$ cat src/twr_pkg.sv
// ----------------------------------------------------------------------------
// twr_pkg
// Shared types and constants for the wrapped-range AND/OR bound unit.
// ----------------------------------------------------------------------------
package twr_pkg;

   // default value width and fixed port field width
   localparam int unsigned WIDTH_DEFAULT = 8;
   localparam int unsigned FIELD_W       = 8;

   // result kind codes
   localparam logic [1:0] KIND_RANGE = 2'd0;
   localparam logic [1:0] KIND_EMPTY = 2'd1;
   localparam logic [1:0] KIND_FULL  = 2'd2;

   typedef enum logic [2:0] {
      ST_IDLE,
      ST_CLEAR,
      ST_MARK,
      ST_SCAN,
      ST_DRAIN,
      ST_FINISH,
      ST_DONE
   } state_type;

   typedef struct packed {
      logic load;
      logic clear;
      logic mark;
      logic scan;
      logic finish;
   } cmd_type;

   typedef struct packed {
      logic sweep_last;
      logic mark_last;
   } status_type;

endpackage

$ cat src/twr_ram.sv
// ----------------------------------------------------------------------------
// twr_ram
// Generic single-write, single-read RAM with registered read data.
// ----------------------------------------------------------------------------
module twr_ram #(
   parameter int unsigned DATA_W = 1,
   parameter int unsigned DEPTH  = 256
) (
   input  logic                       clock,
   input  logic                       wr_en,
   input  logic [$clog2(DEPTH)-1:0]   wr_addr,
   input  logic [DATA_W-1:0]          wr_data,
   input  logic [$clog2(DEPTH)-1:0]   rd_addr,
   output logic [DATA_W-1:0]          rd_data
);

   logic [DATA_W-1:0] mem_ff [DEPTH];
   logic [DATA_W-1:0] rd_data_ff;

   always_ff @(posedge clock) begin
      if (wr_en) begin
         mem_ff[wr_addr] <= wr_data;
      end
      rd_data_ff <= mem_ff[rd_addr];
   end

   assign rd_data = rd_data_ff;

endmodule

$ cat src/twr_ctrl.sv
// ----------------------------------------------------------------------------
// twr_ctrl
// Sequencer: clear sweep, pair marking, bitmap scan, finalize, hand off.
// ----------------------------------------------------------------------------
module twr_ctrl (
   input  logic                 clock,
   input  logic                 reset,
   input  logic                 req_valid,
   output logic                 req_ready,
   input  logic                 req_is_empty,
   output logic                 rsp_valid,
   input  logic                 rsp_ready,
   output twr_pkg::cmd_type     cmd,
   input  twr_pkg::status_type  status
);
   import twr_pkg::*;

   state_type state_ff, state_in;

   always_ff @(posedge clock) begin
      if (reset) begin
         state_ff <= ST_IDLE;
      end else begin
         state_ff <= state_in;
      end
   end

   always_comb begin
      state_in  = state_ff;
      cmd       = '0;
      req_ready = 1'b0;
      rsp_valid = 1'b0;
      unique case (state_ff)
         ST_IDLE: begin
            req_ready = 1'b1;
            if (req_valid) begin
               cmd.load = 1'b1;
               state_in = req_is_empty ? ST_DONE : ST_CLEAR;
            end
         end
         ST_CLEAR: begin
            cmd.clear = 1'b1;
            if (status.sweep_last) begin
               state_in = ST_MARK;
            end
         end
         ST_MARK: begin
            cmd.mark = 1'b1;
            if (status.mark_last) begin
               state_in = ST_SCAN;
            end
         end
         ST_SCAN: begin
            cmd.scan = 1'b1;
            if (status.sweep_last) begin
               state_in = ST_DRAIN;
            end
         end
         ST_DRAIN: begin
            state_in = ST_FINISH;
         end
         ST_FINISH: begin
            cmd.finish = 1'b1;
            state_in   = ST_DONE;
         end
         ST_DONE: begin
            rsp_valid = 1'b1;
            if (rsp_ready) begin
               state_in = ST_IDLE;
            end
         end
         default: begin
            state_in = ST_IDLE;
         end
      endcase
   end

endmodule

$ cat src/twr_dpath.sv
// ----------------------------------------------------------------------------
// twr_dpath
// Bitmap datapath: operand counters, marking RAM, gap tracking, result regs.
// ----------------------------------------------------------------------------
module twr_dpath #(
   parameter int unsigned WIDTH = twr_pkg::WIDTH_DEFAULT
) (
   input  logic                         clock,
   input  logic                         reset,
   input  twr_pkg::cmd_type             cmd,
   output twr_pkg::status_type          status,
   input  logic                         req_func,
   input  logic [twr_pkg::FIELD_W-1:0]  req_a_lower,
   input  logic [twr_pkg::FIELD_W-1:0]  req_a_upper,
   input  logic                         req_a_empty,
   input  logic [twr_pkg::FIELD_W-1:0]  req_b_lower,
   input  logic [twr_pkg::FIELD_W-1:0]  req_b_upper,
   input  logic                         req_b_empty,
   output logic [twr_pkg::FIELD_W-1:0]  rsp_r_lower,
   output logic [twr_pkg::FIELD_W-1:0]  rsp_r_upper,
   output logic [1:0]                   rsp_r_kind
);
   import twr_pkg::*;

   localparam int unsigned   DEPTH   = 2 ** WIDTH;
   localparam logic [WIDTH:0] DEPTH_W = DEPTH[WIDTH:0];
   localparam logic [WIDTH-1:0] MASK  = '1;

   // operand walk
   logic             func_ff, func_in;
   logic [WIDTH-1:0] x_ff, x_in, y_ff, y_in, b_lo_ff, b_lo_in;
   logic [WIDTH-1:0] ci_ff, ci_in, cj_ff, cj_in;
   logic [WIDTH-1:0] na_m1_ff, na_m1_in, nb_m1_ff, nb_m1_in;
   logic [WIDTH-1:0] sweep_ff, sweep_in;

   // scan pipeline and gap tracking
   logic             rd_valid_ff, rd_valid_in;
   logic [WIDTH-1:0] rd_idx_ff, rd_idx_in;
   logic             in_gap_ff, in_gap_in, found_ff, found_in, any_zero_ff, any_zero_in;
   logic [WIDTH-1:0] start_ff, start_in, best_start_ff, best_start_in;
   logic [WIDTH:0]   best_len_ff, best_len_in;
   logic [WIDTH-1:0] bottom_ff, bottom_in, top_ff, top_in;

   // result
   logic [WIDTH-1:0] lo_ff, lo_in, hi_ff, hi_in;
   logic [1:0]       kind_ff, kind_in;

   // RAM port
   logic             ram_we, ram_wd, ram_rd;
   logic [WIDTH-1:0] ram_waddr;

   twr_ram #(
      .DATA_W (1),
      .DEPTH  (DEPTH)
   ) u_map (
      .clock   (clock),
      .wr_en   (ram_we),
      .wr_addr (ram_waddr),
      .wr_data (ram_wd),
      .rd_addr (sweep_ff),
      .rd_data (ram_rd)
   );

   assign status.sweep_last = (sweep_ff == MASK);
   assign status.mark_last  = (ci_ff == na_m1_ff) && (cj_ff == nb_m1_ff);

   always_comb begin
      ram_we    = cmd.clear | cmd.mark;
      ram_wd    = cmd.mark;
      ram_waddr = cmd.mark ? (func_ff ? (x_ff | y_ff) : (x_ff & y_ff)) : sweep_ff;
   end

   always_comb begin
      logic [WIDTH-1:0] a_lo, a_hi, b_lo, b_hi, run_len;
      logic [WIDTH-1:0] fs;
      logic [WIDTH:0]   fl, tail_len;
      logic [WIDTH+1:0] outer;

      func_in       = func_ff;
      x_in          = x_ff;
      y_in          = y_ff;
      b_lo_in       = b_lo_ff;
      ci_in         = ci_ff;
      cj_in         = cj_ff;
      na_m1_in      = na_m1_ff;
      nb_m1_in      = nb_m1_ff;
      sweep_in      = sweep_ff;
      rd_valid_in   = cmd.scan;
      rd_idx_in     = sweep_ff;
      in_gap_in     = in_gap_ff;
      found_in      = found_ff;
      any_zero_in   = any_zero_ff;
      start_in      = start_ff;
      best_start_in = best_start_ff;
      best_len_in   = best_len_ff;
      bottom_in     = bottom_ff;
      top_in        = top_ff;
      lo_in         = lo_ff;
      hi_in         = hi_ff;
      kind_in       = kind_ff;

      a_lo     = WIDTH'(req_a_lower);
      a_hi     = WIDTH'(req_a_upper);
      b_lo     = WIDTH'(req_b_lower);
      b_hi     = WIDTH'(req_b_upper);
      run_len  = rd_idx_ff - start_ff;
      fs       = best_start_ff;
      fl       = best_len_ff;
      tail_len = DEPTH_W - {1'b0, start_ff};
      outer    = '0;

      if (cmd.load) begin
         func_in       = req_func;
         x_in          = a_lo;
         y_in          = b_lo;
         b_lo_in       = b_lo;
         ci_in         = '0;
         cj_in         = '0;
         // count minus one; equal bounds give the full span
         na_m1_in      = a_hi - a_lo - 1'b1;
         nb_m1_in      = b_hi - b_lo - 1'b1;
         sweep_in      = '0;
         in_gap_in     = 1'b0;
         found_in      = 1'b0;
         any_zero_in   = 1'b0;
         start_in      = '0;
         best_start_in = '0;
         best_len_in   = '0;
         bottom_in     = '0;
         top_in        = '0;
         lo_in         = '0;
         hi_in         = '0;
         kind_in       = (req_a_empty | req_b_empty) ? KIND_EMPTY : KIND_RANGE;
      end

      if (cmd.clear | cmd.scan) begin
         sweep_in = sweep_ff + 1'b1;
      end

      if (cmd.mark) begin
         if (cj_ff == nb_m1_ff) begin
            cj_in = '0;
            y_in  = b_lo_ff;
            ci_in = ci_ff + 1'b1;
            x_in  = x_ff + 1'b1;
         end else begin
            cj_in = cj_ff + 1'b1;
            y_in  = y_ff + 1'b1;
         end
      end

      if (rd_valid_ff) begin
         if (ram_rd) begin
            top_in = rd_idx_ff;
            if (!found_ff) begin
               found_in  = 1'b1;
               bottom_in = rd_idx_ff;
            end
            if (in_gap_ff) begin
               in_gap_in = 1'b0;
               if ({1'b0, run_len} > best_len_ff) begin
                  best_start_in = start_ff;
                  best_len_in   = {1'b0, run_len};
               end
            end
         end else begin
            any_zero_in = 1'b1;
            if (!in_gap_ff) begin
               in_gap_in = 1'b1;
               start_in  = rd_idx_ff;
            end
         end
      end

      if (cmd.finish) begin
         // a run that reaches the top counts as its own gap
         if (in_gap_ff && (tail_len > best_len_ff)) begin
            fs = start_ff;
            fl = tail_len;
         end
         outer = {2'b00, bottom_ff} + {2'b00, MASK - top_ff};
         if (!any_zero_ff) begin
            kind_in = KIND_FULL;
            lo_in   = MASK;
            hi_in   = MASK;
         end else begin
            kind_in = KIND_RANGE;
            if (outer > {1'b0, fl}) begin
               lo_in = bottom_ff;
               hi_in = top_ff + 1'b1;
            end else begin
               lo_in = fs + fl[WIDTH-1:0];
               hi_in = fs;
            end
         end
      end
   end

   always_ff @(posedge clock) begin
      if (reset) begin
         rd_valid_ff <= 1'b0;
      end else begin
         rd_valid_ff <= rd_valid_in;
      end
   end

   always_ff @(posedge clock) begin
      func_ff       <= func_in;
      x_ff          <= x_in;
      y_ff          <= y_in;
      b_lo_ff       <= b_lo_in;
      ci_ff         <= ci_in;
      cj_ff         <= cj_in;
      na_m1_ff      <= na_m1_in;
      nb_m1_ff      <= nb_m1_in;
      sweep_ff      <= sweep_in;
      rd_idx_ff     <= rd_idx_in;
      in_gap_ff     <= in_gap_in;
      found_ff      <= found_in;
      any_zero_ff   <= any_zero_in;
      start_ff      <= start_in;
      best_start_ff <= best_start_in;
      best_len_ff   <= best_len_in;
      bottom_ff     <= bottom_in;
      top_ff        <= top_in;
      lo_ff         <= lo_in;
      hi_ff         <= hi_in;
      kind_ff       <= kind_in;
   end

   assign rsp_r_lower = FIELD_W'(lo_ff);
   assign rsp_r_upper = FIELD_W'(hi_ff);
   assign rsp_r_kind  = kind_ff;

endmodule

$ cat src/tightest_wrapped_range_of_and_or.sv
// ----------------------------------------------------------------------------
// tightest_wrapped_range_of_and_or
// Smallest wrapped range covering a bitwise AND/OR of two wrapped ranges.
// ----------------------------------------------------------------------------
// Usage:
//   Request channel (req_*): two half-open wrapped ranges [lower, upper) plus
//   empty flags, and req_func (0 AND, 1 OR). Equal bounds mean the full set.
//   Response channel (rsp_*): r_lower, r_upper and r_kind (range/empty/full).
//   One response per request, in order. One request in flight at a time;
//   req_ready is high only while the unit is idle.
// Sequence (accept to rsp_valid):
//   either range empty        : idle goes straight to done
//   otherwise                 : clear, mark, scan, drain, finish, done
//   The 2^WIDTH-entry bitmap RAM is the bottleneck: one clear sweep, one
//   write per operand pair (na*nb writes, where na, nb are the range sizes),
//   one read sweep, each at one RAM access per cycle.
//   After the response is taken, the next request is taken in idle.
// Reset: synchronous, active high; returns to idle with no response pending.
//   The bitmap holds no reset state; every non-empty request clears it first.
// Stall: the response is held, stable, until rsp_ready; no new request is
//   taken meanwhile.
// ----------------------------------------------------------------------------
module tightest_wrapped_range_of_and_or #(
   parameter int unsigned WIDTH = twr_pkg::WIDTH_DEFAULT
) (
   input  logic                         clock,
   input  logic                         reset,
   // request channel
   input  logic                         req_valid,
   output logic                         req_ready,
   input  logic                         req_func,
   input  logic [twr_pkg::FIELD_W-1:0]  req_a_lower,
   input  logic [twr_pkg::FIELD_W-1:0]  req_a_upper,
   input  logic                         req_a_empty,
   input  logic [twr_pkg::FIELD_W-1:0]  req_b_lower,
   input  logic [twr_pkg::FIELD_W-1:0]  req_b_upper,
   input  logic                         req_b_empty,
   // response channel
   output logic                         rsp_valid,
   input  logic                         rsp_ready,
   output logic [twr_pkg::FIELD_W-1:0]  rsp_r_lower,
   output logic [twr_pkg::FIELD_W-1:0]  rsp_r_upper,
   output logic [1:0]                   rsp_r_kind
);
   import twr_pkg::*;

   cmd_type    cmd;
   status_type status;

   // sequencer: idle -> clear -> mark -> scan -> drain -> finish -> done (idle -> done if a range is empty)
   twr_ctrl u_ctrl (
      .clock        (clock),
      .reset        (reset),
      .req_valid    (req_valid),
      .req_ready    (req_ready),
      .req_is_empty (req_a_empty | req_b_empty),
      .rsp_valid    (rsp_valid),
      .rsp_ready    (rsp_ready),
      .cmd          (cmd),
      .status       (status)
   );

   // bitmap, operand counters and gap tracking
   twr_dpath #(
      .WIDTH (WIDTH)
   ) u_dpath (
      .clock       (clock),
      .reset       (reset),
      .cmd         (cmd),
      .status      (status),
      .req_func    (req_func),
      .req_a_lower (req_a_lower),
      .req_a_upper (req_a_upper),
      .req_a_empty (req_a_empty),
      .req_b_lower (req_b_lower),
      .req_b_upper (req_b_upper),
      .req_b_empty (req_b_empty),
      .rsp_r_lower (rsp_r_lower),
      .rsp_r_upper (rsp_r_upper),
      .rsp_r_kind  (rsp_r_kind)
   );

endmodule
$ cat config.mk
export PLATFORM = sky130hd
export DESIGN_NAME = tightest_wrapped_range_of_and_or
export DESIGN_NICKNAME = d
export VERILOG_FILES = /design/src/twr_pkg.sv /design/src/twr_ram.sv /design/src/twr_ctrl.sv /design/src/twr_dpath.sv /design/src/tightest_wrapped_range_of_and_or.sv
export SDC_FILE = /design/constraint.sdc
export NUM_CORES = 1
export LEC_CHECK = 0
export BUFFER_PORTS_ARGS = -buffer_cell sky130_fd_sc_hd__clkbuf_2
export CORE_UTILIZATION = 57
export DETAILED_ROUTE_END_ITERATION = 8
export GPL_TIMING_DRIVEN = 0
export HOLD_SLACK_MARGIN = 0.02
export PLACE_DENSITY = 0.77
export SLEW_MARGIN = 20
export SYNTH_ARGS = -nofsm -noshare
export SYNTH_HDL_FRONTEND = slang
export SYNTH_SLANG_ARGS = --single-unit
$ cat constraint.sdc
create_clock -name clock -period 5.7 [get_ports clock]
set_input_delay 0.57 -clock clock [delete_from_list [all_inputs] [get_ports clock]]
set_output_delay 0.57 -clock clock [all_outputs]
set_load 0.01 [all_outputs]
==> run summary <==
The run gives 0.0162 ns as the worst clock skew on the final layout. The critical path contains buffers and inverters numbering 5 combined. Summed over all layers, the global routing overflow is 0. The flow ran to the end, and the final reports show no timing, DRC or antenna violations. The count of distinct cell types in the synthesized netlist is 56. The endpoint kind of the worst setup timing path was a flop. In the synthesized netlist the dominant register cell turns out to be sky130_fd_sc_hd__edfxtp_1.

In the final routed layout, each cell accounts on average for 20.8 µm. In this run the register-to-register setup slack is 0.18 ns. The power per cell area came out at 518 mW/mm². For the relative contribution of combinational cells to total power, the log shows 41.3%. The largest registers in the layout are u_dpath.u_map.mem_ff (256), u_dpath.best_len_ff (9).

The worst setup path is launched from a flop. Traced cell by cell, the critical path runs through inv_2 > ha_2 > nor3b_4 > buf_4 > and2_1 > nor2_2 > ha_1 > nand2_1 > or3_4 > o311ai_4 > buf_6 > buf_4 > buf_8 > mux2_2 > ha_1 > a21o_1 > a21o_1 > maj3_1 > o211ai_1 > o31ai_2 > o41ai_2 > xnor2_1 > mux2i_1 > a21oi_1. The start-to-end type of the worst setup path was flop to flop. Detailed placement ended at an HPWL of 30900 µm.

Among all stages on the critical path, the largest delay is contributed by sky130_fd_sc_hd__or3_4. The run gives 4.16% as the global-route track usage on met3. After layout, the minimum clock period comes to 5.52 ns.

Summed over all cells, the static leakage comes to 0.00758 µW. The number of buffer cells added on primary ports is 58, and the number of violations of the max-capacitance limit is 0. TritonCTS built the clock tree.

Floorplan die width: 187 µm. In this run the deepest clock path goes through 3 buffers. After detailed routing, the number of remaining DRC violations is 0.

For this run, global-route usage on met1 was measured as 36.7%. For the maximum resistive drop on vdd, the log shows 0.300 mV. For this run, global-route usage on met2 was measured as 43.6%. Clock tree synthesis found a total of 396 sinks. For the via count of the first global-routing pass, the log shows 13400.

The CTS clock-pin slew for the worst setup and hold paths is 0.06 ns, and the critical path arrival is 5.79 ns. The count of H-tree levels built during CTS is 2. In this run switching power makes up 37.3% of total power. The number of buffers added to fix hold violations after cts was 0; the final weighted congestion of routability-driven global placement was 0.894. Entering global routing, the biggest net connects 113 pins. After filler insertion, the fill cell instance count of the layout stands at 2485. The post-synthesis instance area is 0.0194 mm². For the placeable core region, the log shows 0.0335 mm².

The number of nets produced by synthesis is 1722. The synthesized design contains 323 enable-type register cells. The full die area came out at 0.0349 mm². Along the worst path, the maximum fanout reaches 10. The first TritonRoute pass finished after 8 iterations.

In this design, the stage delay of the slowest critical-path cell is 0.39 ns. The run gives 45900 µm as the total length of routed wires. After floorplanning, the core was divided into 67 placement rows. The logs give 29.4% for the worst-case headroom to the max-slew limit and 7080 µW for the cell-internal power.

The first global-routing pass estimated 72700 µm of wire. In this design, the largest share of critical-path delay is due to compound AO/OA/AOI/OAI gates. The logs give 0 for the number of pins with negative max-slew slack in the final report and 5.97 ns for the required time of the critical path.

The total inserted antenna cells is 0, and the via density per instance is 6.05. For the initial antenna violation count, the log shows 0. The insertion delay of the later-clocked pin in the worst-skew pair was 0.55 ns; the number of flip-flops in the largest register was 256.

Per report_power, the clock group accounts for 23.1% of the total. For this run, asynchronously set or reset flops after synthesis account for 0%. The class of the tightest hold or removal check was input port to flop. The busiest metal layer after global routing is met2. The average instance in the mapped netlist occupies 12.1 µm². The detailed router finished its first iteration with 1630 violations. Register with the highest flop count: u_dpath.u_map.mem_ff. The synthesized design contains 396 register bits. The worst path uses 96.8% of the clock period. Synthesis produced 1613 cells. The layout overhead on the synthesized area works out to 12.1%. The vias after detailed routing came out at 13300. TritonCTS created 42 clock buffers.

The switching component of the power came out at 4220 µW. The run gives 0.00776 mm² as the total area of multi-input combinational cells. In this run, flip-flops and latches consume 35.6% of the power. For this run, the number of Yosys warnings is 0. For the worst hold-check slack, the log shows 0.212 ns. CTS placed an instance of sky130_fd_sc_hd__clkbuf_16 at the clock tree root. In this run the vertical extent of the chip is 187 µm.

After routing the design area is 0.0218 mm². The post-synthesis sequential area ratio was 57.4%. Setup violations remaining at the end of the flow were counted as 0.

The logs give 58.0% for the initial cell density of the core and 26.8% for the overall routing resource usage. The detail route stage leaves a number of antenna-violating nets equal to 0. The placed instances occupy a cell area of 0.0204 mm². For the pin with the worst max-slew slack, the measured transition is 1.06 ns.

The number of primary I/O pins was 59. The logs give 181 MHz for the maximum achievable frequency and 1831 for the final-stage net count. Summing all flip-flop and latch instances after layout gives 0.0112 mm².

Hold violation count in the final report: 0. Share of layout cells above drive strength 1: 14.5%.
==> path summary, 6_finish.rpt <==
check             depth (start not counted)                                from                                   end
hold reg to reg                           0  u_dpath.rd_idx_in[5]$_SDFFCE_PN0P_          u_dpath.rd_idx_ff[5]$_DFF_P_
setup reg to reg                         24         u_dpath.start_ff[0]$_DFF_P_  u_dpath.rsp_r_lower[7]$_SDFFCE_PN0P_
setup / recovery                         24         u_dpath.start_ff[0]$_DFF_P_  u_dpath.rsp_r_lower[7]$_SDFFCE_PN0P_
hold / removal                            1                            req_func             u_dpath.func_ff$_DFFE_PP_
==> final cells by class <==
class                   instances  area share [%]
plain buffers                  86            1.68
clock buffers                  64            5.57
clock inverters                13           0.390
inverters                      68            1.20
multi-input cells            1063            35.6
flip-flops and latches        396            51.2
well taps                     448            2.57
repair buffers                 65            1.81
==> metrics by stage <==
step	total power (µW)	setup TNS [ns]	instances	util [%]	setup slack, ns
after detailed placement	8550	-9.08	2122	60.8	-0.779
after global placement	8520	-562.20	2119	60.5	-2.61
after global routing	11900	-0.0768	2203	65.0	-0.0768
after floorplan	7330	0	1613	-	0.188
final	11300	0	2203	65.0	0.181
after CTS	11200	0	2200	64.8	0.00972
==> worst reg2reg max path, stage by stage (launching register included) <==
cell	delay, ns
sky130_fd_sc_hd__dfxtp_2	0.35
sky130_fd_sc_hd__inv_2	0.12
sky130_fd_sc_hd__ha_2	0.21
sky130_fd_sc_hd__nor3b_4	0.25
sky130_fd_sc_hd__buf_4	0.17
sky130_fd_sc_hd__and2_1	0.19
sky130_fd_sc_hd__nor2_2	0.08
sky130_fd_sc_hd__ha_1	0.31
sky130_fd_sc_hd__nand2_1	0.10
sky130_fd_sc_hd__or3_4	0.39
sky130_fd_sc_hd__o311ai_4	0.10
sky130_fd_sc_hd__buf_6	0.18
sky130_fd_sc_hd__buf_4	0.18
sky130_fd_sc_hd__buf_8	0.16
sky130_fd_sc_hd__mux2_2	0.39
sky130_fd_sc_hd__ha_1	0.29
sky130_fd_sc_hd__a21o_1	0.20
sky130_fd_sc_hd__a21o_1	0.23
sky130_fd_sc_hd__maj3_1	0.38
sky130_fd_sc_hd__o211ai_1	0.12
sky130_fd_sc_hd__o31ai_2	0.14
sky130_fd_sc_hd__o41ai_2	0.36
sky130_fd_sc_hd__xnor2_1	0.12
sky130_fd_sc_hd__mux2i_1	0.16
sky130_fd_sc_hd__a21oi_1	0.09
==> cells in the final DEF, fill, tap and decap left out, types with 6 or more instances in the layout <==
cell,count
sky130_fd_sc_hd__nor3_1,9
sky130_fd_sc_hd__nand2_1,132
sky130_fd_sc_hd__nand3_1,44
sky130_fd_sc_hd__clkbuf_16,43
sky130_fd_sc_hd__o31ai_1,26
sky130_fd_sc_hd__clkinv_1,7
sky130_fd_sc_hd__nor2_1,335
sky130_fd_sc_hd__edfxtp_1,323
sky130_fd_sc_hd__a21o_1,16
sky130_fd_sc_hd__clkbuf_2,59
sky130_fd_sc_hd__xor2_1,29
sky130_fd_sc_hd__o21a_1,9
sky130_fd_sc_hd__o22ai_1,7
sky130_fd_sc_hd__mux2i_1,31
sky130_fd_sc_hd__nand4_1,8
sky130_fd_sc_hd__inv_1,65
sky130_fd_sc_hd__o21bai_1,13
sky130_fd_sc_hd__mux2_2,17
sky130_fd_sc_hd__xnor2_1,55
sky130_fd_sc_hd__o21ai_0,44
sky130_fd_sc_hd__a21oi_1,63
sky130_fd_sc_hd__buf_2,6
sky130_fd_sc_hd__buf_1,12
sky130_fd_sc_hd__clkbuf_8,6
sky130_fd_sc_hd__clkbuf_1,78
sky130_fd_sc_hd__and3_1,10
sky130_fd_sc_hd__o31a_1,6
sky130_fd_sc_hd__dfxtp_1,71
sky130_fd_sc_hd__ha_1,64
sky130_fd_sc_hd__mux4_2,80
==> synth_stat cells, types with 6 or more instances <==
cell type	n	area share, %
sky130_fd_sc_hd__nand4_1	8	0.26
sky130_fd_sc_hd__mux2i_1	31	1.6
sky130_fd_sc_hd__o31ai_1	27	1.0
sky130_fd_sc_hd__o21bai_1	13	0.50
sky130_fd_sc_hd__o31a_1	6	0.27
sky130_fd_sc_hd__nand2_1	133	2.6
sky130_fd_sc_hd__o22ai_1	7	0.23
sky130_fd_sc_hd__nand3_1	45	1.2
sky130_fd_sc_hd__nor2_1	336	6.5
sky130_fd_sc_hd__nor3_1	11	0.28
sky130_fd_sc_hd__edfxtp_1	323	50
sky130_fd_sc_hd__buf_2	6	0.15
sky130_fd_sc_hd__mux4_2	80	9.3
sky130_fd_sc_hd__xnor2_1	55	2.5
sky130_fd_sc_hd__buf_1	15	0.29
sky130_fd_sc_hd__dfxtp_1	73	7.5
sky130_fd_sc_hd__clkbuf_1	64	1.2
sky130_fd_sc_hd__o21a_1	9	0.35
sky130_fd_sc_hd__a21oi_1	64	1.6
sky130_fd_sc_hd__inv_1	67	1.3
sky130_fd_sc_hd__a21o_1	16	0.62
sky130_fd_sc_hd__ha_1	65	4.2
sky130_fd_sc_hd__and3_1	10	0.32
sky130_fd_sc_hd__xor2_1	29	1.3
sky130_fd_sc_hd__mux2_2	17	0.98
sky130_fd_sc_hd__o21ai_0	44	1.1
==> power groups by stage <==
| stage | clock (µW) | combinational (µW) | sequential, µW |
|---|---|---|---|
| detailed placement | 0 | 4480 | 4070 |
| CTS | 2630 | 4560 | 4020 |
| global route | 2750 | 5080 | 4060 |
| finish | 2610 | 4670 | 4020 |
| global placement | 0 | 4310 | 4200 |
| floorplan | 0 | 3250 | 4080 |
==> what timing repair did <==
| item | 4_1_cts | 5_1_grt |
|---|---|---|
| cloned | 0 | 0 |
| setup endpoints to repair | 16 | 16 |
| gates resized for setup | 11 | 18 |
| buffers inserted | 1 | 3 |
| pin swaps | 1 | 3 |
==> logic make-up after synthesis <==
family | after synthesis | share of synthesized area (%)
AND/OR/NAND/NOR | 570 | 12.0
buffers and inverters | 154 | 3.07
flip-flops | 396 | 57.4
AO/OA/AOI/OAI | 207 | 6.89
multiplexers | 130 | 12.0
XOR/XNOR | 84 | 3.78
adder cells (fa/ha/maj) | 72 | 4.80
==> layer usage <==
layer / wire [µm] / up-vias
met2: 22000 / 586
met3: 3610 / 113
met5: 0 / -
met1: 18600 / 6565
met4: 1700 / 0
li1: - / 6056
Power figures use the tool's default switching activity.
